### src/design/fdt_pkg.sv
// ----------------------------------------------------------------------------
// fdt_pkg: shared types, constants and helpers
// Word formats, register indexes and reset values, lane control and the
// saturation helpers of the stereo feedback delay with tone filter.
// ----------------------------------------------------------------------------
package fdt_pkg;

  // Sizes of the delay memory and sample formats
  localparam int unsigned DELAY_DEPTH_DEF = 32768;
  localparam int unsigned MIN_DELAY       = 4;
  localparam int SAMPLE_W = 24;   // Q1.23
  localparam int STATE_W  = 32;   // Q1.31 filter state
  localparam int DIST_W   = 16;   // tap distance register

  // Register widths
  localparam int GAIN_W  = 17;    // unsigned Q1.16
  localparam int FB_W    = 15;
  localparam int COEFF_W = 16;
  localparam int MIX_W   = 18;    // signed Q2.16

  // Configuration port
  localparam int CFG_IDX_W  = 8;
  localparam int CFG_DATA_W = 32;

  localparam logic [CFG_IDX_W-1:0] REG_WET_GAIN      = 8'd0;
  localparam logic [CFG_IDX_W-1:0] REG_DRY_GAIN      = 8'd1;
  localparam logic [CFG_IDX_W-1:0] REG_FEEDBACK_GAIN = 8'd2;
  localparam logic [CFG_IDX_W-1:0] REG_FILTER_COEFF  = 8'd3;
  localparam logic [CFG_IDX_W-1:0] REG_LOWPASS_MIX   = 8'd4;
  localparam logic [CFG_IDX_W-1:0] REG_DIRECT_MIX    = 8'd5;
  localparam logic [CFG_IDX_W-1:0] REG_LEFT_DELAY    = 8'd6;
  localparam logic [CFG_IDX_W-1:0] REG_RIGHT_DELAY   = 8'd7;

  // Register reset values
  localparam logic [GAIN_W-1:0]        RST_WET_GAIN      = 17'd21627;
  localparam logic [GAIN_W-1:0]        RST_DRY_GAIN      = 17'd58399;
  localparam logic [FB_W-1:0]          RST_FEEDBACK_GAIN = 15'd22708;
  localparam logic [COEFF_W-1:0]       RST_FILTER_COEFF  = 16'd62000;
  localparam logic signed [MIX_W-1:0]  RST_LOWPASS_MIX   = 18'sd0;
  localparam logic [GAIN_W-1:0]        RST_DIRECT_MIX    = 17'd65536;
  localparam logic [DIST_W-1:0]        RST_LEFT_DELAY    = 16'd12000;
  localparam logic [DIST_W-1:0]        RST_RIGHT_DELAY   = 16'd3240;

  // Serial multiplier: coefficient bits taken one per cycle, two's complement
  localparam int MUL_W   = 18;
  localparam int MCAND_W = 33;
  localparam int PROD_W  = MCAND_W + 1 + MUL_W;
  localparam int SUM_W   = PROD_W + 1;

  // Rounding constants and saturation bounds on the sum width
  localparam logic signed [SUM_W-1:0] HALF_Q16 = SUM_W'(longint'(1) <<< 15);
  localparam logic signed [SUM_W-1:0] HALF_Q24 = SUM_W'(longint'(1) <<< 23);
  localparam logic signed [SUM_W-1:0] SMP_HI =
    SUM_W'((longint'(1) <<< (SAMPLE_W - 1)) - longint'(1));
  localparam logic signed [SUM_W-1:0] SMP_LO = -SMP_HI - SUM_W'(1);
  localparam logic signed [SUM_W-1:0] ST_HI =
    SUM_W'((longint'(1) <<< (STATE_W - 1)) - longint'(1));
  localparam logic signed [SUM_W-1:0] ST_LO = -ST_HI - SUM_W'(1);

  // Control group of one multiplier lane
  typedef struct packed {
    logic load;   // take operands, clear accumulator
    logic step;   // consume one coefficient bit
    logic last;   // sign bit of the coefficient: subtract
  } lane_ctrl_t;

  // Saturate to a Q1.23 sample
  function automatic logic signed [SAMPLE_W-1:0] sat_sample(
    input logic signed [SUM_W-1:0] v);
    logic signed [SAMPLE_W-1:0] r;
    if (v > SMP_HI) begin
      r = SMP_HI[SAMPLE_W-1:0];
    end else if (v < SMP_LO) begin
      r = SMP_LO[SAMPLE_W-1:0];
    end else begin
      r = v[SAMPLE_W-1:0];
    end
    return r;
  endfunction

  // Saturate to the 32-bit filter state
  function automatic logic signed [STATE_W-1:0] sat_state(
    input logic signed [SUM_W-1:0] v);
    logic signed [STATE_W-1:0] r;
    if (v > ST_HI) begin
      r = ST_HI[STATE_W-1:0];
    end else if (v < ST_LO) begin
      r = ST_LO[STATE_W-1:0];
    end else begin
      r = v[STATE_W-1:0];
    end
    return r;
  endfunction

endpackage

### src/design/fdt_tap_addr.sv
// ----------------------------------------------------------------------------
// fdt_tap_addr: tap address from write position and distance
// Clamps the distance to the legal span and wraps the sum into the memory.
// ----------------------------------------------------------------------------
module fdt_tap_addr import fdt_pkg::*; #(
  parameter int unsigned DEPTH = DELAY_DEPTH_DEF,
  localparam int AW = $clog2(DEPTH),
  localparam int CW = ($clog2(DEPTH + 1) > DIST_W) ? $clog2(DEPTH + 1) : DIST_W
) (
  input  logic [AW-1:0]     pos_i,
  input  logic [DIST_W-1:0] dist_i,
  output logic [AW-1:0]     idx_o
);

  logic [CW-1:0] dist_ext;
  logic [CW-1:0] dist_clamped;
  logic [CW:0]   sum;
  logic [CW:0]   wrapped;

  // clamp to the minimum delay below and the memory depth above
  always_comb begin
    dist_ext = CW'(dist_i);
    priority if (dist_ext < CW'(MIN_DELAY)) begin
      dist_clamped = CW'(MIN_DELAY);
    end else if (dist_ext > CW'(DEPTH)) begin
      dist_clamped = CW'(DEPTH);
    end else begin
      dist_clamped = dist_ext;
    end
  end

  // sum stays below twice the depth: one compare and subtract wraps it
  always_comb begin
    sum = (CW+1)'(pos_i) + (CW+1)'(dist_clamped);
    if (sum >= (CW+1)'(DEPTH)) begin
      wrapped = sum - (CW+1)'(DEPTH);
    end else begin
      wrapped = sum;
    end
  end

  assign idx_o = wrapped[AW-1:0];

endmodule

### config.mk
export PLATFORM = sky130hd
export DESIGN_NAME = fdt_tap_addr
export DESIGN_NICKNAME = d
export VERILOG_FILES = /design/src/design/fdt_pkg.sv /design/src/design/fdt_tap_addr.sv
export SDC_FILE = /design/constraint.sdc
export NUM_CORES = 1
export LEC_CHECK = 0
export ABC_AREA = 1
export BUFFER_PORTS_ARGS = -buffer_cell sky130_fd_sc_hd__buf_2
export CAP_MARGIN = 20
export CORE_UTILIZATION = 46
export DETAILED_ROUTE_END_ITERATION = 16
export GPL_ROUTABILITY_DRIVEN = 1
export PLACE_DENSITY = 0.8
export SLEW_MARGIN = 25
export SYNTH_ARGS = -nofsm -noshare
export SYNTH_HDL_FRONTEND = slang
export SYNTH_SLANG_ARGS = --single-unit
### constraint.sdc
create_clock -name vclk -period 1.7
set_input_delay 0.085 -clock vclk [all_inputs]
set_output_delay 0.085 -clock vclk [all_outputs]
set_load 0.01 [all_outputs]
==> out/metrics.cfg, run 1 <==
[floorplan]
fp-row-count=16
die_w_um=49.9
ioPinCount=46
fp.dieH_um=49.9
start_util=0.512

[outcome]
outcome=aborted with a tool error
firstError=[ERROR DPL-0038] Utilization greater than 100%, impossible to legalize
flow.stopped_at=global routing (5_1_grt)

[sta]
crit_endpoint=idx_o[14]
worstEpCategory=primary output

[place]
port_buffers=46
hpwl_um=2520
place_congestion=0.881

[synth]
yosysUniqueCellTypes=21
syn-cell-area_um2=1050
ys_seq_area_frac=0
ys_warn_count=0
syn_avg_cell_area_um2=5.12
synth_nets=252
synthCells=206

[global_routing]
grt_max_degree=13

[cts]
ctsHoldBuffers=0

==> what timing repair did <==
action                     CTS
setup endpoints to repair   14
resized for setup           52
buffers inserted             6
cloned                       1
pin swaps                   24
==> kinds of logic after synthesis <==
family                   synth area share
AO/OA/AOI/OAI                       0.115
XOR/XNOR                           0.0664
adder cells (fa/ha/maj)             0.185
buffers and inverters               0.160
AND/OR/NAND/NOR                     0.473
==> synth_stat cells <==
cell type / n / area share
xnor2_1: 4 / 0.033
or2_0: 1 / 0.0059
nor2_1: 20 / 0.071
nand3_1: 15 / 0.071
nand2_1: 78 / 0.28
buf_6: 1 / 0.011
xor2_1: 4 / 0.033
ha_1: 14 / 0.17
a21oi_1: 7 / 0.033
nand2_2: 1 / 0.0059
and3_1: 1 / 0.0059
nor3_2: 1 / 0.0095
a21boi_0: 1 / 0.0071
clkbuf_1: 1 / 0.0036
inv_2: 1 / 0.0036
inv_1: 40 / 0.14
nand4_1: 2 / 0.012
a21boi_2: 1 / 0.011
a21boi_1: 9 / 0.064
fa_1: 1 / 0.019
nor3_1: 3 / 0.014
==> per-stage QoR <==
stage | instances | TNS [ns] | setup slack (ns) | utilization | instance area [um^2]
4_1_cts | 305 | -3.64 | -0.387 | 0.884 | 1820
3_5_place_dp | 299 | -4.76 | -0.457 | 0.734 | 1510
3_3_place_gp | 299 | -3.84 | -0.375 | 0.734 | 1510
2_1_floorplan | 206 | -0.141 | -0.0580 | - | 1100
==> run 2: changes to the inputs <==
--- a/config.mk
+++ b/config.mk
@@ -8,10 +8,11 @@
 export ABC_AREA = 1
 export BUFFER_PORTS_ARGS = -buffer_cell sky130_fd_sc_hd__buf_2
 export CAP_MARGIN = 20
-export CORE_UTILIZATION = 46
+export CORE_AREA = 2 2 63 65
 export DETAILED_ROUTE_END_ITERATION = 16
+export DIE_AREA = 0 0 65 67
 export GPL_ROUTABILITY_DRIVEN = 1
-export PLACE_DENSITY = 0.8
+export PLACE_DENSITY_LB_ADDON = 0.15
 export SLEW_MARGIN = 25
 export SYNTH_ARGS = -nofsm -noshare
 export SYNTH_HDL_FRONTEND = slang
==> constraint.sdc (replaced) <==
create_clock -name vclk -period 2.2
set_input_delay 0.11 -clock vclk [all_inputs]
set_output_delay 0.11 -clock vclk [all_outputs]
set_load 0.01 [all_outputs]
==> run 2 against run 1 <==
Compared with the run above: the flow now finishes, with violations (negative setup slack); synthesized area stayed put; synthesized cell count stayed put.
==> out/metrics.cfg, run 2 <==
[route]
avgRoutedWirePerCell_um=10.2
via_per_inst=4.40
vias=1421
ant_nets=0
first_pass_iters=4
drt_iter0_markers=19
wl_um=3310
drc=0

[place]
hpwl_um=2700
port_buffers=46
dp_cells=313
place_congestion=0.802

[cts]
ctsHoldBuffers=0

[sta]
period_needed_ns=2.22
worst_slew_pin_slew_ns=0.269
setup_slack_ns=-0.0239
setup_tns_ns=-0.0406
final_hold_viol_count=0
slew_headroom=0.820
whs_ns=0.564
setup_violations=3
fmax_mhz=450
final_max_slew_viol_count=0
period_share=1.01
rsz0062_at_grt=yes

[floorplan]
die_w_um=65
fp-row-count=22
start_util=0.293
ioPinCount=46
fp.dieH_um=67
core_area_um2=3610
die_area_um2=4360

[global_routing]
grt-busiest-layer=met2
grt_util_met2=0.285
use_met1=0.195
grt_pass1_vias=1306
antenna_found_initial=0
grt_remaining_overflow=0
grt_max_degree=13
grt_first_pass_wirelength_um=5300
gr-usage-all-layers=0.148
grt_use_met3=0.00169

[cells_and_area]
final_common_cell=nand2_1
drive_gt1_frac=0.516
fillers=390
nets=323
diodes=0
seq_cell_count=0
regArea_um2=0
final_cell_mix=nand2_1 (49), buf_2 (44), inv_1 (35)
final_cells=323
final_util=0.532
syn_to_final_growth_pct=81.7
multi_input_area_um2=1270
nClkBuffers=0

[power]
p_leak_uw=0.00106
peakVddDrop_v=0.000116
power_density_nw_per_um2=245

[critical_path]
crit_family=simple AND/OR/NAND/NOR gates
cp.required_ns=2.09
end_kind=output port
worstSetupPathType=input pin to output port
path_max_fanout=3
crit_chain=buf_6, or2_0, nor3_2, nand2_1, and3_4, ha_4, inv_2, fa_2, inv_2, nand3_4, nand3_4, a21oi_2, xnor2_1, buf_2
critPathBufInv=4
crit_slowest_cell=nor3_2
start_kind=input pin
max_stage_delay_ns=0.27
cp.arrival_ns=2.11

[flow_run]
cap_viol_max_count=0

[synth]
syn_avg_cell_area_um2=5.12
synth_top_area_share=0.278
ys_seq_area_frac=0
synth_area_leaders=nand2_1 (28%), ha_1 (17%), inv_1 (14%)
synth_nets=252
yosysUniqueCellTypes=21
synth_common_cells=nand2_1 (78), inv_1 (40), nor2_1 (20), nand3_1 (15), ha_1 (14)
syn-cell-area_um2=1050
ys_warn_count=0
synthCells=206
yosysMostFrequentCell=nand2_1
synth_top_cell_by_area=nand2_1

[min_path]
min_path_type=input pin to output port

[outcome]
violations=negative setup slack
outcome=finished, violations left

[run 2: cell counts after synthesis]
Identical to the previous run, type by type.
[run 2: metal layers]
metal | share of wire | vias to the layer above | wire length, um
li1 | - | 776 | -
met1 | 0.47 | 619 | 1550
met2 | 0.51 | 26 | 1670
met3 | 0.028 | 0 | 92
met4 | 0 | 0 | 0
met5 | 0 | - | 0
[run 2: what timing repair did]
| action | CTS | global route |
|---|---|---|
| pin swaps | 23 | 28 |
| setup buffers | 6 | 3 |
| gates resized for setup | 25 | 66 |
| gates cloned | 1 | 0 |
| setup endpoints to repair | 5 | 11 |
[run 2: cell type report]
type / count / area share
inverter: 41 / 0.0803
timing repair buffer: 70 / 0.227
multi-input combinational: 164 / 0.662
tap: 48 / 0.0313
[run 2: stage by stage]
| step | total power [uW] | cell area [um^2] | worst slack [ns] |
|---|---|---|---|
| floorplan | 209 | 1050 | 0.318 |
| global placement | 356 | 1440 | -0.0667 |
| detailed placement | 354 | 1440 | -0.103 |
| CTS | 384 | 1580 | -0.0249 |
| global route | 524 | 1920 | -0.238 |
| finish | 470 | 1920 | -0.0239 |
[run 2: final timing paths]
check                 start  endpoint  slack (ns)  depth (start not counted)
hold / removal     pos_i[0]  idx_o[0]        0.56                          3
setup / recovery  dist_i[2]  idx_o[8]       -0.02                         14
[run 2: cells by family (layout without fill, tap and decap cells)]
family | count (synthesis) | count (layout) | synth area share
AO/OA/AOI/OAI | 18 | 18 | 0.115
XOR/XNOR | 8 | 8 | 0.0664
adder cells (fa/ha/maj) | 15 | 15 | 0.185
buffers and inverters | 43 | 111 | 0.160
AND/OR/NAND/NOR | 122 | 123 | 0.473
[run 2: worst min-delay path: cells and delay by family]
family	cells	cell delay [ns]
fa+ha+maj	1	0.12
buf+inv	2	0.22
[run 2: where the power goes]
part	internal [uW]	total (uW)	switching, uW
Combinational	228	470	242
Sequential	0	0	0
Clock	0	0	0
No activity file was read; power rests on OpenSTA's default activity.
==> run 3: changes to the inputs <==
==> constraint.sdc (replaced) <==
create_clock -name vclk -period 2.1
set_input_delay 0.105 -clock vclk [all_inputs]
set_output_delay 0.105 -clock vclk [all_outputs]
set_load 0.01 [all_outputs]
==> run 3 against run 2 <==
Compared with the run above: critical endpoint is now idx_o[14]; largest cell class unchanged; highest routed layer unchanged; via count increased by 2.7%; cell count increased by 1.5%; combinational power grew 9.1%; the flow still finishes with violations (negative setup slack); routed wire length up 6.7%; non-clock buffer count rose by 5; count of clock-buffer cells in the layout unchanged; first-iteration DRC count is 5.3% higher; critical path type unchanged; worst setup slack got worse by 0.12 ns; design area increased by 4.4%; die area stayed put; sequential share of layout area unchanged; power grew 9.2%.
==> out/metrics.cfg, run 3 (synthesized netlist as in run 2, its figures left out) <==
[cells_and_area]
nClkBuffers=0
diodes=0
nets=328
final_common_cell=nand2_1
seq_cell_count=0
regArea_um2=0
final_cell_mix=nand2_1 (66), buf_2 (44), inv_1 (37)
fillers=376
final_cells=328
drive_gt1_frac=0.496
syn_to_final_growth_pct=89.7
final_util=0.555

[route]
wl_um=3530
via_per_inst=4.45
first_pass_iters=4
vias=1460
avgRoutedWirePerCell_um=10.8
drt_iter0_markers=20
drc=0
ant_nets=0

[global_routing]
grt_remaining_overflow=0
antenna_found_initial=0
grt_first_pass_wirelength_um=5600
grt_pass1_vias=1370
grt_max_degree=13
gr-usage-all-layers=0.159

[sta]
setup_slack_ns=-0.147
rsz0062_at_grt=yes
period_needed_ns=2.25
worst_slew_pin_slew_ns=0.302
period_share=1.07
slew_headroom=0.798
setup_violations=9
final_hold_viol_count=0
fmax_mhz=445
final_max_slew_viol_count=0

[outcome]
outcome=finished, violations left
violations=negative setup slack

[power]
power_density_nw_per_um2=257
p_leak_uw=0.00113
peakVddDrop_v=0.000141
finalPower_uw=513

[floorplan]
fp-row-count=22
core_area_um2=3610
die_area_um2=4360
die_w_um=65
ioPinCount=46
fp.dieH_um=67
start_util=0.293

[place]
dp_cells=321
port_buffers=46
hpwl_um=2810
pre_cts_ws_ns=-0.196
place_congestion=0.761

[critical_path]
path_max_fanout=5
cp.required_ns=2.00
cp.arrival_ns=2.14
start_kind=input pin
end_kind=output port
worstSetupPathType=input pin to output port

[min_path]
holdPathStages=3
hold_end=idx_o[0]
hp-start=pos_i[0]
min_path_type=input pin to output port

[flow_run]
cap_viol_max_count=0

[cts]
ctsHoldBuffers=0

[run 3: cell types whose count changed in the layout (fill, tap and decap cells not counted), moves of 2 or more]
cell / previous run / this run
a21boi_1: 3 / 0
a21boi_2: 3 / 5
a21oi_2: 6 / 4
buf_4: 21 / 26
ha_1: 4 / 1
ha_4: 10 / 13
inv_1: 35 / 37
inv_2: 6 / 4
nand2_1: 49 / 66
nand2_2: 28 / 11
nand3_1: 10 / 7
nand3_2: 1 / 4
nor2_2: 1 / 3
[run 3: per-layer routing]
| metal | up-vias | track usage | part of all wire |
|---|---|---|---|
| met5 | - | 0 | 0 |
| met4 | 0 | 0 | 0 |
| met3 | 0 | 0.00169 | 0.031 |
| met2 | 28 | 0.295 | 0.50 |
| met1 | 648 | 0.218 | 0.47 |
| li1 | 784 | - | - |
[run 3: worst max-delay path by stage]
stage	start	endpoint	slack, ns	cells after the start
2_1_floorplan	dist_i[2]	idx_o[8]	0.23	12
6_report	dist_i[2]	idx_o[14]	-0.15	14
3_5_place_dp	dist_i[2]	idx_o[13]	-0.20	15
4_1_cts	dist_i[3]	idx_o[8]	-0.11	14
3_3_place_gp	dist_i[2]	idx_o[13]	-0.16	15
5_1_grt	dist_i[2]	idx_o[14]	-0.29	14
[run 3: repair_timing]
action,in CTS,in global routing
buffers inserted,5,2
gates resized for setup,37,48
endpoints found under the setup margin,11,12
gates cloned,1,0
pin swaps,17,20
endpoints found under the hold margin,0,0
[run 3: critical path, stage by stage]
cell,delay [ns]
buf_6,0.09
or2_4,0.24
nor3_4,0.30
nand2_4,0.13
buf_6,0.17
a21boi_2,0.13
ha_1,0.28
a21oi_1,0.18
nand2_1,0.08
a21oi_2,0.13
nand2_1,0.07
nand2_1,0.06
nand2_1,0.04
buf_2,0.13
[run 3: area by class of cell]
cell class / count / area (um^2) / area share
Timing Repair Buffer: 75 / 472 / 0.236
Inverter: 41 / 154 / 0.0769
Tap cell: 48 / 60.1 / 0.0300
Multi-Input combinational cell: 164 / 1320 / 0.657
[run 3: where the power goes]
group | internal [uW] | switching [uW] | total (uW)
combinational | 256 | 257 | 513
sequential | 0 | 0 | 0
clock | 0 | 0 | 0
[run 3: through the flow]
step,TNS (ns),cell area (um^2),hold WS [ns]
final,-0.788,2000,0.530
after global placement,-0.983,1500,0.521
after floorplan,0,1050,0.361
after detailed placement,-1.22,1500,0.519
after CTS,-0.650,1700,0.534
after global routing,-2.36,2000,0.552
==> run 4: changes to the inputs <==
--- a/config.mk
+++ b/config.mk
@@ -5,7 +5,6 @@
 export SDC_FILE = /design/constraint.sdc
 export NUM_CORES = 1
 export LEC_CHECK = 0
-export ABC_AREA = 1
 export BUFFER_PORTS_ARGS = -buffer_cell sky130_fd_sc_hd__buf_2
 export CAP_MARGIN = 20
 export CORE_AREA = 2 2 63 65
@@ -13,7 +12,6 @@
 export DIE_AREA = 0 0 65 67
 export GPL_ROUTABILITY_DRIVEN = 1
 export PLACE_DENSITY_LB_ADDON = 0.15
-export SLEW_MARGIN = 25
 export SYNTH_ARGS = -nofsm -noshare
 export SYNTH_HDL_FRONTEND = slang
 export SYNTH_SLANG_ARGS = --single-unit
==> run 4 against run 3 <==
Compared with the run above: the flow still finishes with violations (negative setup slack); routed wire length decreased by 8.2%; die area unchanged; global-route usage decreased by 1.9 points; sequential share of layout area unchanged; non-clock buffer count increased by 12; worst hold slack improved by 0.014 ns; count of clock-buffer cells in the layout unchanged; largest cell class unchanged.
==> out/metrics.cfg, run 4 <==
[outcome]
outcome=finished, violations left
violations=negative setup slack

[min_path]
hold_end=idx_o[0]
hp-start=pos_i[0]
min_path_type=input pin to output port
holdPathStages=3

[flow_run]
cap_viol_max_count=0

[cells_and_area]
final_cells=263
diodes=0
syn_to_final_growth_pct=94.8
final_cell_mix=buf_2 (42), buf_4 (37), ha_1 (10)
regArea_um2=0
final_common_cell=buf_2
nClkBuffers=0
design_area_um2=1780
seq_cell_count=0
nets=263
drive_gt1_frac=0.558
final_util=0.494

[place]
dpl_cell_area_um2=1550
hpwl_um=2710
port_buffers=46
place_congestion=0.888
dp_cells=258

[critical_path]
crit_slowest_cell=o31ai_4
path_max_fanout=5
max_stage_delay_ns=0.29
end_kind=output port
worstSetupPathType=input pin to output port
cp.required_ns=2.00
crit_chain=buf_2, nor4_2, nand4_1, o31ai_4, o21a_1, ha_4, nor2b_4, o31a_1, o31a_1, o211a_1, xnor2_2, buf_2
start_kind=input pin
cp.arrival_ns=2.69

[floorplan]
core_area_um2=3610
start_util=0.254
ioPinCount=46
fp-row-count=22
fp.dieH_um=67
die_area_um2=4360
die_w_um=65

[sta]
whs_ns=0.544
fmax_mhz=358
rsz0062_at_grt=yes
period_needed_ns=2.79
period_share=1.33
slew_headroom=0.770
worst_slew_pin_slew_ns=0.341
setup_violations=13
final_hold_viol_count=0
setup_slack_ns=-0.691
final_max_slew_viol_count=0

[synth]
synth_top_area_share=0.192
synth_area_leaders=ha_1 (19%), xnor2_1 (7.7%), nor2b_1 (6.2%)
synth_nets=178
syn_avg_cell_area_um2=6.93
syn-cell-area_um2=915
ys_warn_count=0
yosysUniqueCellTypes=37
synth_top_cell_by_area=ha_1
yosysMostFrequentCell=ha_1
synth_common_cells=ha_1 (14), nor2_1 (10)
ys_seq_area_frac=0
synthCells=132

[route]
wl_um=3240
ant_nets=0
drc=0
avgRoutedWirePerCell_um=12.3
via_per_inst=4.87
drt_iter0_markers=31
first_pass_iters=4
vias=1280

[power]
peakVddDrop_v=0.000134
finalPower_uw=510
power_density_nw_per_um2=286
p_leak_uw=0.000885

[global_routing]
gr-usage-all-layers=0.140
grt_pass1_vias=1191
grt_remaining_overflow=0
grt_first_pass_wirelength_um=4950
antenna_found_initial=0
grt_max_degree=9

==> run 4: changes by cell type after synthesis, moves of 3 or more <==
cell      before  now
nand2_1       78    9
inv_1         40    7
nand3_1       15    3
nor2_1        20   10
a21boi_1       9    0
nor2b_1        0    9
o21ai_0        0    9
a21o_1         0    7
and2_1         0    7
xnor2_1        4    8
nor4_1         0    3
o21a_1         0    3
xor2_1         4    1
==> run 4: how the worst max path moves through the flow <==
stage | start | depth (start not counted) | endpoint
after floorplan | dist_i[13] | 11 | idx_o[14]
after global placement | dist_i[4] | 14 | idx_o[14]
after detailed placement | dist_i[13] | 12 | idx_o[14]
after CTS | dist_i[13] | 12 | idx_o[14]
after global routing | dist_i[13] | 12 | idx_o[14]
final | dist_i[5] | 12 | idx_o[14]
==> run 4: final cells by class <==
cell class	count	area, um^2
fillers	360	1820
multi-input cells	121	1120
repair buffers	87	578
well taps	48	60.1
inverters	7	26.3
==> run 4: critical path: cells and delay by family <==
| kind | cells | cell delay, ns |
|---|---|---|
| AO/OA/AOI/OAI | 5 | 1.35 |
| AND/OR/NAND/NOR | 3 | 0.62 |
| buffers and inverters | 2 | 0.26 |
| adder cells (fa/ha/maj) | 1 | 0.22 |
| XOR/XNOR | 1 | 0.13 |
==> run 4: metal layers <==
metal | up-vias | wire length, um | global-route usage
met1 | 583 | 1390 | 0.168
li1 | 656 | - | -
met5 | - | 0 | 0
met3 | 2 | 160 | 0.00676
met2 | 39 | 1680 | 0.286
met4 | 0 | 14 | 0.00266
==> run 4: cells by family after synthesis <==
family / Yosys count / synth area share
compound gates: 46 / 0.353
xor+xnor: 9 / 0.0862
fa+ha+maj: 15 / 0.213
mux: 1 / 0.0109
simple gates: 50 / 0.283
buf+inv: 11 / 0.0534
==> run 4: stage by stage <==
step / TNS, ns / setup slack (ns)
after floorplan: -1.54 / -0.431
after global placement: -5.64 / -0.622
after detailed placement: -6.27 / -0.695
after CTS: -5.12 / -0.627
final: -6.36 / -0.691
after global routing: -7.48 / -0.776
==> run 4: what timing repair did <==
item                                    4_1_cts  5_1_grt
endpoints found under the setup margin       12       13
buffers inserted                              4        4
hold buffers                                  0        0
resized for setup                            16       23
pin swaps                                    13       13
==> run 4: report_power, final <==
group	total [uW]	switching [uW]	internal [uW]
Combinational	510	242	268
Clock	0	0	0
Sequential	0	0	0
Total	510	242	268
