--- src/design/fdt_pkg.sv ---
// ----------------------------------------------------------------------------
// fdt_pkg: shared types, constants and helpers
// Word formats, register indexes and reset values, lane control and the
// saturation helpers of the stereo feedback delay with tone filter.
// ----------------------------------------------------------------------------
package fdt_pkg;

  // Sizes of the delay memory and sample formats
  localparam int unsigned DELAY_DEPTH_DEF = 32768;
  localparam int unsigned MIN_DELAY       = 4;
  localparam int SAMPLE_W = 24;   // Q1.23
  localparam int STATE_W  = 32;   // Q1.31 filter state
  localparam int DIST_W   = 16;   // tap distance register

  // Register widths
  localparam int GAIN_W  = 17;    // unsigned Q1.16
  localparam int FB_W    = 15;
  localparam int COEFF_W = 16;
  localparam int MIX_W   = 18;    // signed Q2.16

  // Configuration port
  localparam int CFG_IDX_W  = 8;
  localparam int CFG_DATA_W = 32;

  localparam logic [CFG_IDX_W-1:0] REG_WET_GAIN      = 8'd0;
  localparam logic [CFG_IDX_W-1:0] REG_DRY_GAIN      = 8'd1;
  localparam logic [CFG_IDX_W-1:0] REG_FEEDBACK_GAIN = 8'd2;
  localparam logic [CFG_IDX_W-1:0] REG_FILTER_COEFF  = 8'd3;
  localparam logic [CFG_IDX_W-1:0] REG_LOWPASS_MIX   = 8'd4;
  localparam logic [CFG_IDX_W-1:0] REG_DIRECT_MIX    = 8'd5;
  localparam logic [CFG_IDX_W-1:0] REG_LEFT_DELAY    = 8'd6;
  localparam logic [CFG_IDX_W-1:0] REG_RIGHT_DELAY   = 8'd7;

  // Register reset values
  localparam logic [GAIN_W-1:0]        RST_WET_GAIN      = 17'd21627;
  localparam logic [GAIN_W-1:0]        RST_DRY_GAIN      = 17'd58399;
  localparam logic [FB_W-1:0]          RST_FEEDBACK_GAIN = 15'd22708;
  localparam logic [COEFF_W-1:0]       RST_FILTER_COEFF  = 16'd62000;
  localparam logic signed [MIX_W-1:0]  RST_LOWPASS_MIX   = 18'sd0;
  localparam logic [GAIN_W-1:0]        RST_DIRECT_MIX    = 17'd65536;
  localparam logic [DIST_W-1:0]        RST_LEFT_DELAY    = 16'd12000;
  localparam logic [DIST_W-1:0]        RST_RIGHT_DELAY   = 16'd3240;

  // Serial multiplier: coefficient bits taken one per cycle, two's complement
  localparam int MUL_W   = 18;
  localparam int MCAND_W = 33;
  localparam int PROD_W  = MCAND_W + 1 + MUL_W;
  localparam int SUM_W   = PROD_W + 1;

  // Rounding constants and saturation bounds on the sum width
  localparam logic signed [SUM_W-1:0] HALF_Q16 = SUM_W'(longint'(1) <<< 15);
  localparam logic signed [SUM_W-1:0] HALF_Q24 = SUM_W'(longint'(1) <<< 23);
  localparam logic signed [SUM_W-1:0] SMP_HI =
    SUM_W'((longint'(1) <<< (SAMPLE_W - 1)) - longint'(1));
  localparam logic signed [SUM_W-1:0] SMP_LO = -SMP_HI - SUM_W'(1);
  localparam logic signed [SUM_W-1:0] ST_HI =
    SUM_W'((longint'(1) <<< (STATE_W - 1)) - longint'(1));
  localparam logic signed [SUM_W-1:0] ST_LO = -ST_HI - SUM_W'(1);

  // Control group of one multiplier lane
  typedef struct packed {
    logic load;   // take operands, clear accumulator
    logic step;   // consume one coefficient bit
    logic last;   // sign bit of the coefficient: subtract
  } lane_ctrl_t;

  // Saturate to a Q1.23 sample
  function automatic logic signed [SAMPLE_W-1:0] sat_sample(
    input logic signed [SUM_W-1:0] v);
    logic signed [SAMPLE_W-1:0] r;
    if (v > SMP_HI) begin
      r = SMP_HI[SAMPLE_W-1:0];
    end else if (v < SMP_LO) begin
      r = SMP_LO[SAMPLE_W-1:0];
    end else begin
      r = v[SAMPLE_W-1:0];
    end
    return r;
  endfunction

  // Saturate to the 32-bit filter state
  function automatic logic signed [STATE_W-1:0] sat_state(
    input logic signed [SUM_W-1:0] v);
    logic signed [STATE_W-1:0] r;
    if (v > ST_HI) begin
      r = ST_HI[STATE_W-1:0];
    end else if (v < ST_LO) begin
      r = ST_LO[STATE_W-1:0];
    end else begin
      r = v[STATE_W-1:0];
    end
    return r;
  endfunction

endpackage

--- src/design/fdt_mac_lane.sv ---
// ----------------------------------------------------------------------------
// fdt_mac_lane: bit-serial multiplier lane
// Serial-parallel multiply: one coefficient bit per cycle while step is set, LSB first, the
// partial sum shifting right into a low-bit shift register.
// ----------------------------------------------------------------------------
module fdt_mac_lane import fdt_pkg::*; (
  input  logic                      clk_i,
  input  lane_ctrl_t                ctrl_i,
  input  logic signed [MCAND_W-1:0] mcand_i,
  input  logic [MUL_W-1:0]          coef_i,   // two's complement
  output logic signed [PROD_W-1:0]  prod_o
);

  localparam int XE_W = MCAND_W + 2;

  logic signed [MCAND_W-1:0] x_q;
  logic [MUL_W-1:0]          m_q;
  logic signed [MCAND_W:0]   h_q;
  logic [MUL_W-1:0]          l_q;
  logic signed [XE_W-1:0]    x_ext;
  logic signed [XE_W-1:0]    addend;
  logic signed [XE_W-1:0]    psum;

  // add, or subtract on the sign bit, the multiplicand
  always_comb begin
    x_ext  = XE_W'(x_q);
    addend = '0;
    if (m_q[0]) begin
      addend = ctrl_i.last ? -x_ext : x_ext;
    end
    psum = XE_W'(h_q) + addend;
  end

  // shift the partial sum right, low bit into the product shift register
  always_ff @(posedge clk_i) begin
    if (ctrl_i.load) begin
      x_q <= mcand_i;
      m_q <= coef_i;
      h_q <= '0;
      l_q <= '0;
    end else if (ctrl_i.step) begin
      h_q <= psum[XE_W-1:1];
      l_q <= {psum[0], l_q[MUL_W-1:1]};
      m_q <= {1'b0, m_q[MUL_W-1:1]};
    end
  end

  assign prod_o = {h_q, l_q};

endmodule

--- config.mk ---
export PLATFORM = sky130hd
export DESIGN_NAME = fdt_mac_lane
export DESIGN_NICKNAME = d
export VERILOG_FILES = /design/src/design/fdt_pkg.sv /design/src/design/fdt_mac_lane.sv
export SDC_FILE = /design/constraint.sdc
export NUM_CORES = 1
export LEC_CHECK = 0
export BUFFER_PORTS_ARGS = -buffer_cell sky130_fd_sc_hd__buf_2
export CAP_MARGIN = 20
export CORE_ASPECT_RATIO = 1.1
export CORE_MARGIN = 2
export CORE_UTILIZATION = 57
export DETAILED_ROUTE_END_ITERATION = 16
export MAX_ROUTING_LAYER = met4
export PLACE_DENSITY = 0.91
export SYNTH_ARGS = -nofsm -noshare
export SYNTH_HDL_FRONTEND = slang
export SYNTH_SLANG_ARGS = --single-unit
--- constraint.sdc ---
create_clock -name clk_i -period 6.7 [get_ports clk_i]
set_input_delay 1.005 -clock clk_i [delete_from_list [all_inputs] [get_ports clk_i]]
set_output_delay 1.005 -clock clk_i [all_outputs]
set_load 0.05 [all_outputs]
==> metrics.cfg, run 1 <==
[global_routing]
grt_max_degree = 80
antenna_found_initial = 0
grt_pass1_vias = 5233
overflow = 0
grt_pass1_wl_mm = 25.2
grtUsageTotal_pct = 27.0

[die]
start_util_pct = 58.2
die_h_um = 115
dieArea_um2 = 12000
io_pins = 107
rows = 40
core-area_um2 = 10900
die_w_um = 105

[final_layout]
multi_input_area_um2 = 3600
diodes = 0
ff_latch_area_um2 = 2570
fin_nets = 848
fillers = 879
area_delta_synth_final_pct = 14.9
drive_gt1_share_pct = 20.6

[sta]
fin_crit_ps = 5240
worst_slack_ps = 1460
relSlewSlack_pct = 24.9
maxSlewViolCount = 0
rsz0062_at_grt = no
setup-tns-final_ps = 0
finalHoldViolations = 0
finalClockSkew_ps = 6.21
fmax_mhz = 191
timing.final.crit_share_pct = 78.3
worst_pin_slew_ps = 1120
setup_violations = 0
holdWs_ps = 481

[min_path]
hp-class = flop to flop

[placed_design]
dp_hpwl_mm = 11.6
portBuffers = 106
gp_congestion = 0.965
pre_cts_slack_ps = 1520

[setup_path]
worstPathArrival_ps = 5480
cp_data_required_time_ps = 6940
worstSetupEndpointType = flop
cp_max_fo = 8
startpoint_type = flop
criticalPathCategory = flop to flop

[yosys]
syn-cell-area_um2 = 6340
ys_seq_elements = 103
yosys.cell_types.count = 61
synth_cells = 664
synth_edf_count = 51
synth_area_per_cell_um2 = 9.56
syn-num-nets = 755
synth-seq-area-share_pct = 40.5
synth_warnings = 0
ys.flop_type = dfxtp_1
synthArstFlopShare_pct = 0

[clocking]
clk_latency_ps = 350
cts.sinks = 103
cts_root_buf = clkbuf_16
cts_hold_buf = 0
cts_tree = done
cts-resized-gates = 0
cts.path.max_buffers = 2
cts.htree.levels = 3
post_cts_buffers = 0
cts_inserted_buffers = 9
clk_pin_slew_ps = 70

[routing]
drtIter0Drc = 367
routedWlPerCell_um = 17.1
drt_pass1_iterations = 5
routed_via_density = 5.94
drc_errors = 0
antenna_left = 0
wl_mm = 15.5
vias = 5400

[power_and_ir_drop]
peakVddDrop_uv = 162
power-per-cell-area_nw_per_um2 = 246
leakage_uw = 0.00318

[outcome]
status = complete, no violations

[job]
cap_viol_max_count = 0

logic make-up (layout without fill, tap and decap cells):
| family | count (synthesis) | count (layout) | synth area share (%) |
|---|---|---|---|
| compound gates | 170 | 170 | 18.0 |
| xor+xnor | 45 | 45 | 6.21 |
| fa+ha+maj | 36 | 36 | 7.22 |
| buf+inv | 47 | 145 | 2.78 |
| flops | 103 | 103 | 40.5 |
| mux | 43 | 43 | 7.14 |
| simple gates | 220 | 220 | 18.1 |
final cells by class:
class / count / share of cell area, %
multi-input combinational: 514 / 49.3
sequential: 103 / 35.3
timing repair buffer: 109 / 7.62
clock buffer: 10 / 3.43
tap: 147 / 2.52
inverter: 20 / 1.03
clock inverter: 6 / 0.755
where the power goes:
part / total, uW / switching (uW) / internal (uW)
logic: 485 / 304 / 182
registers: 773 / 54.2 / 719
clock network: 537 / 253 / 284
sequential cells by signal, summed over array words and instances (netlist names):
name / count
m_q: 18
x_q: 33
l_q: 18
h_q: 34
synthesized netlist by cell type (all sizes together), types with 4 or more instances:
library cell / count / area share, %
dfxtp: 52 / 16
or2: 4 / 0.39
nor4: 5 / 0.69
nor2b: 10 / 0.99
nor2: 58 / 3.4
nand3: 16 / 1.3
and2: 29 / 2.9
a21oi: 43 / 3.4
nor3b: 4 / 0.47
xnor2: 33 / 4.6
ha: 35 / 6.9
xor2: 12 / 1.7
o31ai: 8 / 1.2
a211oi: 9 / 1.1
o21ai: 42 / 3.3
inv: 19 / 1.1
clkbuf: 24 / 1.4
nor3: 15 / 1.2
o21a: 7 / 0.83
nand4: 6 / 0.59
mux2i: 25 / 3.9
a31oi: 6 / 0.59
a21o: 16 / 1.9
o21bai: 7 / 0.83
a22o: 8 / 1.1
or3: 11 / 1.1
or4: 9 / 1.3
mux2: 18 / 3.2
and3: 4 / 0.39
edfxtp: 51 / 24
nand2: 41 / 2.4
worst paths after layout:
kind	slack [ps]	depth (start not counted)	startpoint	endpoint
max	1460	16	x_q[4]	h_q[33]
min	480	2	h_q[29]	h_q[29]
max reg2reg	1460	16	x_q[4]	h_q[33]
min reg2reg	480	2	h_q[29]	h_q[29]
metrics by stage:
step / util, % / total power [uW] / instances / area (um^2)
detailed placement: 64.0 / 1260 / 893 / 6980
finish: 66.8 / 1800 / 909 / 7290
CTS: 66.8 / 1790 / 909 / 7290
global route: 66.8 / 1880 / 909 / 7290
global placement: 64.0 / 1250 / 893 / 6980
floorplan: - / 1140 / 664 / 6340
layout by cell type, fill, tap and decap left out, types with 4 or more instances in the layout:
cell type / synthesis / final
a211oi_1: 9 / 9
a21o_1: 16 / 16
a21oi_1: 43 / 43
a22o_1: 8 / 8
a31oi_1: 6 / 6
and2_1: 29 / 29
and3_1: 4 / 4
buf_2: 0 / 105
buf_4: 0 / 4
clkbuf_16: 0 / 10
dfxtp_1: 52 / 52
edfxtp_1: 51 / 51
ha_1: 35 / 35
inv_1: 19 / 19
mux2_2: 17 / 17
mux2i_1: 25 / 25
nand2_1: 41 / 41
nand3_1: 16 / 16
nand4_1: 6 / 6
nor2_1: 58 / 58
nor2b_1: 10 / 10
nor3_1: 15 / 15
nor3b_1: 4 / 4
o21a_1: 7 / 7
o21ai_0: 40 / 40
o21bai_1: 7 / 7
o31ai_1: 6 / 6
or3_1: 10 / 10
or4_1: 4 / 4
or4_4: 4 / 4
xnor2_1: 33 / 33
xor2_1: 12 / 12
critical path, cell delays in order, from the launching register on:
cell	delay [ps]
edfxtp_1	470
nor4_2	480
nand4b_1	240
or3_2	520
or4_4	550
o31ai_4	250
xnor2_1	80
and2_1	160
ha_1	380
a21o_1	220
a21o_1	180
a21oi_1	190
o21ai_0	160
or3b_2	470
o221ai_1	200
mux2i_1	250
mux2_1	340
metal layers:
| metal | vias to the layer above | routed length, um | global-route usage (%) |
|---|---|---|---|
| li1 | 2635 | - | - |
| met1 | 2527 | 6820 | 34.9 |
| met2 | 207 | 7390 | 43.4 |
| met3 | 31 | 1030 | 5.18 |
| met4 | 0 | 302 | 8.62 |
| met5 | - | 0 | - |
Power figures use the tool's default switching activity.
==> inputs of run 2 (changes only) <==
--- a/config.mk
+++ b/config.mk
@@ -5,14 +5,15 @@
 export SDC_FILE = /design/constraint.sdc
 export NUM_CORES = 1
 export LEC_CHECK = 0
+export ABC_AREA = 1
 export BUFFER_PORTS_ARGS = -buffer_cell sky130_fd_sc_hd__buf_2
 export CAP_MARGIN = 20
 export CORE_ASPECT_RATIO = 1.1
 export CORE_MARGIN = 2
-export CORE_UTILIZATION = 57
+export CORE_UTILIZATION = 58
 export DETAILED_ROUTE_END_ITERATION = 16
 export MAX_ROUTING_LAYER = met4
-export PLACE_DENSITY = 0.91
+export PLACE_DENSITY = 0.92
 export SYNTH_ARGS = -nofsm -noshare
 export SYNTH_HDL_FRONTEND = slang
 export SYNTH_SLANG_ARGS = --single-unit
==> constraint.sdc (replaced) <==
create_clock -name clk_i -period 5 [get_ports clk_i]
set_input_delay 0.75 -clock clk_i [delete_from_list [all_inputs] [get_ports clk_i]]
set_output_delay 0.75 -clock clk_i [all_outputs]
set_load 0.05 [all_outputs]
==> run 2 against run 1 <==
  * Setup slack got worse by 150 ps
  * Non-clock buffer count decreased by 1
  * Die area increased by 2.6%
  * Maximum frequency increased by 42%
  * Global-route usage increased by 3.3 points
  * Highest routed layer unchanged
  * Critical path type unchanged
==> metrics.cfg, run 2 <==
[final_layout]
largest_register = h_q
final_cell_mix = 213 x nand2_1, 126 x nor2_1, 117 x inv_1, 106 x buf_2, 84 x a21oi_1
fin_nets = 1119
reg_top3 = h_q: 34 flops, x_q: 33 flops
diodes = 0
fillers = 955
ff_latch_area_um2 = 2570
layout_commonest_cell = nand2_1
drive_gt1_share_pct = 14.6
largest_reg_flops = 34
multi_input_area_um2 = 3510
area_delta_synth_final_pct = 14.5

[sta]
fmax_mhz = 271
finalClockSkew_ps = 8.65
setup-tns-final_ps = 0
finalHoldViolations = 0
fin_crit_ps = 3700
rsz0062_at_grt = no
maxSlewViolCount = 0
setup_violations = 0
relSlewSlack_pct = 33.6
timing.final.crit_share_pct = 73.9
worst_pin_slew_ps = 996

[clocking]
cts_hold_buf = 0
cts-resized-gates = 0
cts_tree = done
clk_latency_ps = 360
cts_inserted_buffers = 9
cts.path.max_buffers = 2
cts_root_buf = clkbuf_16
cts.sinks = 103
clk_pin_slew_ps = 80
cts.htree.levels = 3
post_cts_buffers = 0

[routing]
drtIter0Drc = 584
drc_errors = 0
routed_via_density = 5.49
wl_mm = 17.5
vias = 6480
drt_pass1_iterations = 5
routedWlPerCell_um = 14.9
antenna_left = 0

[min_path]
hp-class = flop to flop
holdPathEnd = l_q[13]
hp-start = l_q[14]
min_delay_path_depth = 2

[setup_path]
cp_max_fo = 30
startpoint_type = flop
rrSetupSlack_ps = 1300
critical_path.reg2reg.endpoint = h_q[33]
worstSetupEndpointType = flop
worstPathArrival_ps = 3990
reg2reg_from = m_q[0]
criticalPathCategory = flop to flop
reg2reg_depth = 17
cp_data_required_time_ps = 5300

[global_routing]
antenna_found_initial = 0
grt_pass1_wl_mm = 28.5
grt-busiest-layer = met2
use_met3_pct = 4.80
grtUsageTotal_pct = 30.3
overflow = 0
use_met2_pct = 52.0
grt_max_degree = 72
met1_usage_pct = 35.9
grt_pass1_vias = 6018

[outcome]
status = complete, no violations

[yosys]
synth_warnings = 0
synth-seq-area-share_pct = 38.8
yosys-top-cells-area = edfxtp_1 23%, dfxtp_1 16%, nand2_1 12%
netlist.area_leader.share_pct = 23.1
synth_edf_count = 51
yosys.cell_types.count = 48
ys.flop_type = dfxtp_1
synth_area_per_cell_um2 = 7.13
syn-cell-area_um2 = 6630
synth_area_leader_cell = edfxtp_1
synth_cells = 930
syn-num-nets = 1021
yosys.cell_count.top_type = nand2_1
ys_seq_elements = 103
synth_common_cells = 213 x nand2_1, 126 x nor2_1, 117 x inv_1, 84 x a21oi_1, 52 x dfxtp_1
synthArstFlopShare_pct = 0

[die]
start_util_pct = 60.0
core-area_um2 = 11100
dieArea_um2 = 12300
die_h_um = 116
die_w_um = 106
io_pins = 107
rows = 40

[power_and_ir_drop]
total_power_uw = 2400
leakage_uw = 0.00362
power-per-cell-area_nw_per_um2 = 316
peakVddDrop_uv = 382

[job]
cap_viol_max_count = 0

[placed_design]
gp_congestion = 1.03
portBuffers = 106
dp_hpwl_mm = 13.6

run 2: final cells by class:
type | instances | area share, %
Sequential cell | 103 | 33.9
Clock buffer | 10 | 3.30
Timing Repair Buffer | 108 | 7.19
Clock inverter | 6 | 0.890
Tap cell | 147 | 2.42
Inverter | 124 | 6.13
Multi-Input combinational cell | 682 | 46.2
run 2: worst max-delay path by stage:
| stage | startpoint | end | slack (ps) | cells after the start |
|---|---|---|---|---|
| 5_1_grt | m_q[0] | h_q[33] | 990 | 17 |
| 3_5_place_dp | ctrl_i[0] | h_q[32] | 1100 | 18 |
| 4_1_cts | m_q[0] | h_q[33] | 1450 | 17 |
| 2_1_floorplan | ctrl_i[0] | h_q[33] | 1880 | 19 |
| 6_report | m_q[0] | h_q[33] | 1300 | 17 |
| 3_3_place_gp | ctrl_i[0] | h_q[28] | 1150 | 20 |
run 2: cell families (layout without fill, tap and decap cells):
family | Yosys count | count (layout) | share of synthesized area (%)
and+or+nand+nor | 428 | 428 | 27.2
adders and majority gates | 36 | 36 | 6.90
buffers and inverters | 145 | 248 | 8.34
DFF | 103 | 103 | 38.8
AOI/OAI and AO/OA | 203 | 203 | 16.8
xor gates and xnor gates | 15 | 15 | 1.98
run 2: where the power goes:
group / total [uW] / internal [uW] / switching [uW]
Combinational: 642 / 196 / 446
Clock: 735 / 384 / 350
Sequential: 1020 / 960 / 62.9
Total: 2400 / 1540 / 859
run 2: critical path, cell delays in order, from the launching register on:
cell and delay, ps:
edfxtp_1 1010, inv_1 330, nor3_1 390, inv_1 100
fa_1 390, inv_1 90, nand3_1 90, nor2_1 170
nand2_1 80, nand3_1 200, nand2_1 140, nand2_1 180
nand2_1 90, nand3_1 110, nand3_1 80, nand2_1 70
inv_1 40, nor2_1 80
run 2: metrics by stage:
step / instance area [um^2] / std cells / hold WS [ps] / util (%) / setup slack (ps)
floorplan: 6630 / 930 / 487 / - / 1880
global placement: 7270 / 1164 / 446 / 65.8 / 1150
detailed placement: 7270 / 1164 / 478 / 65.8 / 1100
CTS: 7590 / 1180 / 497 / 68.6 / 1450
global route: 7590 / 1180 / 518 / 68.6 / 985
finish: 7590 / 1180 / 493 / 68.6 / 1300
run 2: metal layers:
metal / share of wire [%] / up-vias
met5: 0 / -
met4: 3.7 / 0
met3: 6.8 / 45
met2: 49 / 250
met1: 41 / 2904
li1: - / 3281
==> inputs of run 3 (changes only) <==
--- a/config.mk
+++ b/config.mk
@@ -5,15 +5,15 @@
 export SDC_FILE = /design/constraint.sdc
 export NUM_CORES = 1
 export LEC_CHECK = 0
-export ABC_AREA = 1
+export ABC_AREA = 0
 export BUFFER_PORTS_ARGS = -buffer_cell sky130_fd_sc_hd__buf_2
 export CAP_MARGIN = 20
 export CORE_ASPECT_RATIO = 1.1
 export CORE_MARGIN = 2
-export CORE_UTILIZATION = 58
+export CORE_UTILIZATION = 52
 export DETAILED_ROUTE_END_ITERATION = 16
 export MAX_ROUTING_LAYER = met4
-export PLACE_DENSITY = 0.92
+export PLACE_DENSITY = 0.88
 export SYNTH_ARGS = -nofsm -noshare
 export SYNTH_HDL_FRONTEND = slang
 export SYNTH_SLANG_ARGS = --single-unit
==> constraint.sdc (replaced) <==
create_clock -name clk_i -period 3 [get_ports clk_i]
set_input_delay 0.45 -clock clk_i [delete_from_list [all_inputs] [get_ports clk_i]]
set_output_delay 0.45 -clock clk_i [all_outputs]
set_load 0.05 [all_outputs]
==> run 3 against run 2 <==
  * The flow now finishes with violations (setup timing)
  * Critical path type unchanged
  * Worst hold slack got worse by 240 ps
  * Non-clock buffer count rose by 208
  * Die area rose by 6.5%
  * Largest cell class unchanged
  * Critical endpoint unchanged
  * Core utilization rose by 14 points
  * Setup slack got worse by 3000 ps
  * Cell count fell by 4.8%
  * Flip-flop and latch count did not move
==> metrics.cfg, run 3 (synthesis gave the netlist of run 1 again) <==
[outcome]
status = finished with violations
violations = setup timing

[die]
start_util_pct = 53.0
rows = 42
io_pins = 107
core-area_um2 = 12000
die_h_um = 120
dieArea_um2 = 13100
die_w_um = 109

[setup_path]
max_stage_delay_ps = 540
criticalPathCategory = flop to flop
path_cells = or4_4, or3_4, or4_4, o31ai_4, xnor2_1, and2_1, ha_1, a21o_1, a21o_1, a21oi_2, o21ai_2, or3b_4, o221ai_2, mux2i_1, mux2_1
startpoint_type = flop
critical_path.reg2reg.endpoint = h_q[33]
worstPathArrival_ps = 4900
crit_buf_inv = 0
reg2reg_from = x_q[12]
reg2reg_depth = 15
cp_data_required_time_ps = 3250
cp_slowest_cell = or4_4
worstSetupEndpointType = flop
cp_max_fo = 3
crit_family = simple AND/OR/NAND/NOR gates
rrSetupSlack_ps = -1650

[sta]
fmax_mhz = 215
finalHoldViolations = 0
setup-tns-final_ps = -27570
worst_pin_slew_ps = 1060
finalClockSkew_ps = 12.3
rsz0062_at_grt = yes
worst_slack_ps = -1650
timing.final.crit_share_pct = 155
maxSlewViolCount = 0
fin_crit_ps = 4650
relSlewSlack_pct = 28.9
setup_violations = 30

[routing]
vias = 7606
drtIter0Drc = 1065
antenna_left = 0
drc_errors = 0
routed_via_density = 6.77
drt_pass1_iterations = 6
routedWlPerCell_um = 25.5
wl_mm = 28.7

[clocking]
clk_latency_ps = 370
cts_inserted_buffers = 9
cts.htree.levels = 3
clk_pin_slew_ps = 70
cts_root_buf = clkbuf_16
cts.path.max_buffers = 2
cts.sinks = 103
cts_tree = done

[power_and_ir_drop]
power-per-cell-area_nw_per_um2 = 506
leakage_uw = 0.00442
peakVddDrop_uv = 469

[placed_design]
place_area_um2 = 8330
gp_congestion = 1.00
dpl.cell_count = 1063
dp_hpwl_mm = 13.0
portBuffers = 106
pre_cts_slack_ps = -1500

[global_routing]
grt_pass1_vias = 6935
grt-busiest-layer = met2
use_met2_pct = 55.7
grtUsageTotal_pct = 35.4
grt_pass1_wl_mm = 35.0
grt_max_degree = 60
overflow = 0
met1_usage_pct = 41.1
antenna_found_initial = 0
use_met3_pct = 8.64

[min_path]
min_delay_path_depth = 1
holdPathEnd = x_q[22]
hp-start = mcand_i[22]
hp-class = input pin to flop

[final_layout]
fillers = 529
area_delta_synth_final_pct = 57.0
layout_commonest_cell = buf_4
final_cell_mix = 178 x buf_4, 105 x buf_2, 54 x nor2_1, 52 x dfxtp_1, 51 x edfxtp_1
drive_gt1_share_pct = 51.8
reg_top3 = h_q: 34 flops, x_q: 33 flops
utilization_pct = 83.1
largest_reg_flops = 34
fin_cells = 1123
largest_register = h_q
diodes = 0
design_area_um2 = 9960
fin_nets = 1055

[job]
cap_viol_max_count = 0

[run 3: cell types whose count changed in the layout (fill, tap and decap cells not counted), moves of 19 or more]
cell     before  now
nand2_1     213   33
nor2_1      126   54
mux2i_1       0   25
nand3_1      36   13
xnor2_1       5   30
buf_4         2  178
o21ai_0      50   12
inv_1       117   17
buf_6         0   30
a21oi_1      84   20
o21ai_1      30   11
[run 3: per-layer routing]
layer / vias to the layer above / wire length, um
li1: 3053 / -
met1: 3484 / 9870
met2: 765 / 12700
met3: 304 / 3530
met4: 0 / 2560
met5: - / 0
[run 3: timing repair]
item | in CTS | in global routing
setup buffers | 18 | 33
gates resized for setup | 86 | 134
endpoints found under the setup margin | 29 | 30
gates cloned | 0 | 0
hold buffers | 0 | 0
pin swaps | 34 | 82
[run 3: through the flow]
stage          total power [uW]  hold WS, ps
2_1_floorplan              2580          525
3_3_place_gp               3110          470
3_5_place_dp               3150          484
4_1_cts                    4520          258
5_1_grt                    5140          246
6_report                   5040          254
[run 3: worst max path at each step]
stage	startpoint	to	slack (ps)	cells after the start
after floorplan	x_q[3]	h_q[33]	-1400	17
after global placement	x_q[3]	h_q[33]	-1320	16
after detailed placement	x_q[10]	h_q[33]	-1500	17
after CTS	x_q[7]	h_q[33]	-1380	15
after global routing	x_q[3]	h_q[33]	-1780	16
final	x_q[12]	h_q[33]	-1650	15
[run 3: report_power, final]
part / internal (uW) / switching (uW) / leakage [uW]
combinational: 870 / 1130 / 0.00333
sequential: 1600 / 120 / 0.000931
clock: 686 / 620 / 0.000159
[run 3: area by class of cell]
cell class                 instances  area, um^2  share of cell area [%]
timing repair buffer             316        2260                    22.7
multi-input combinational        514        4530                    45.5
tap                              154         193                    1.93
clock buffer                      11         275                    2.76
sequential                       103        2570                    25.8
inverter                          20        77.6                   0.779
clock inverter                     5        55.1                   0.553
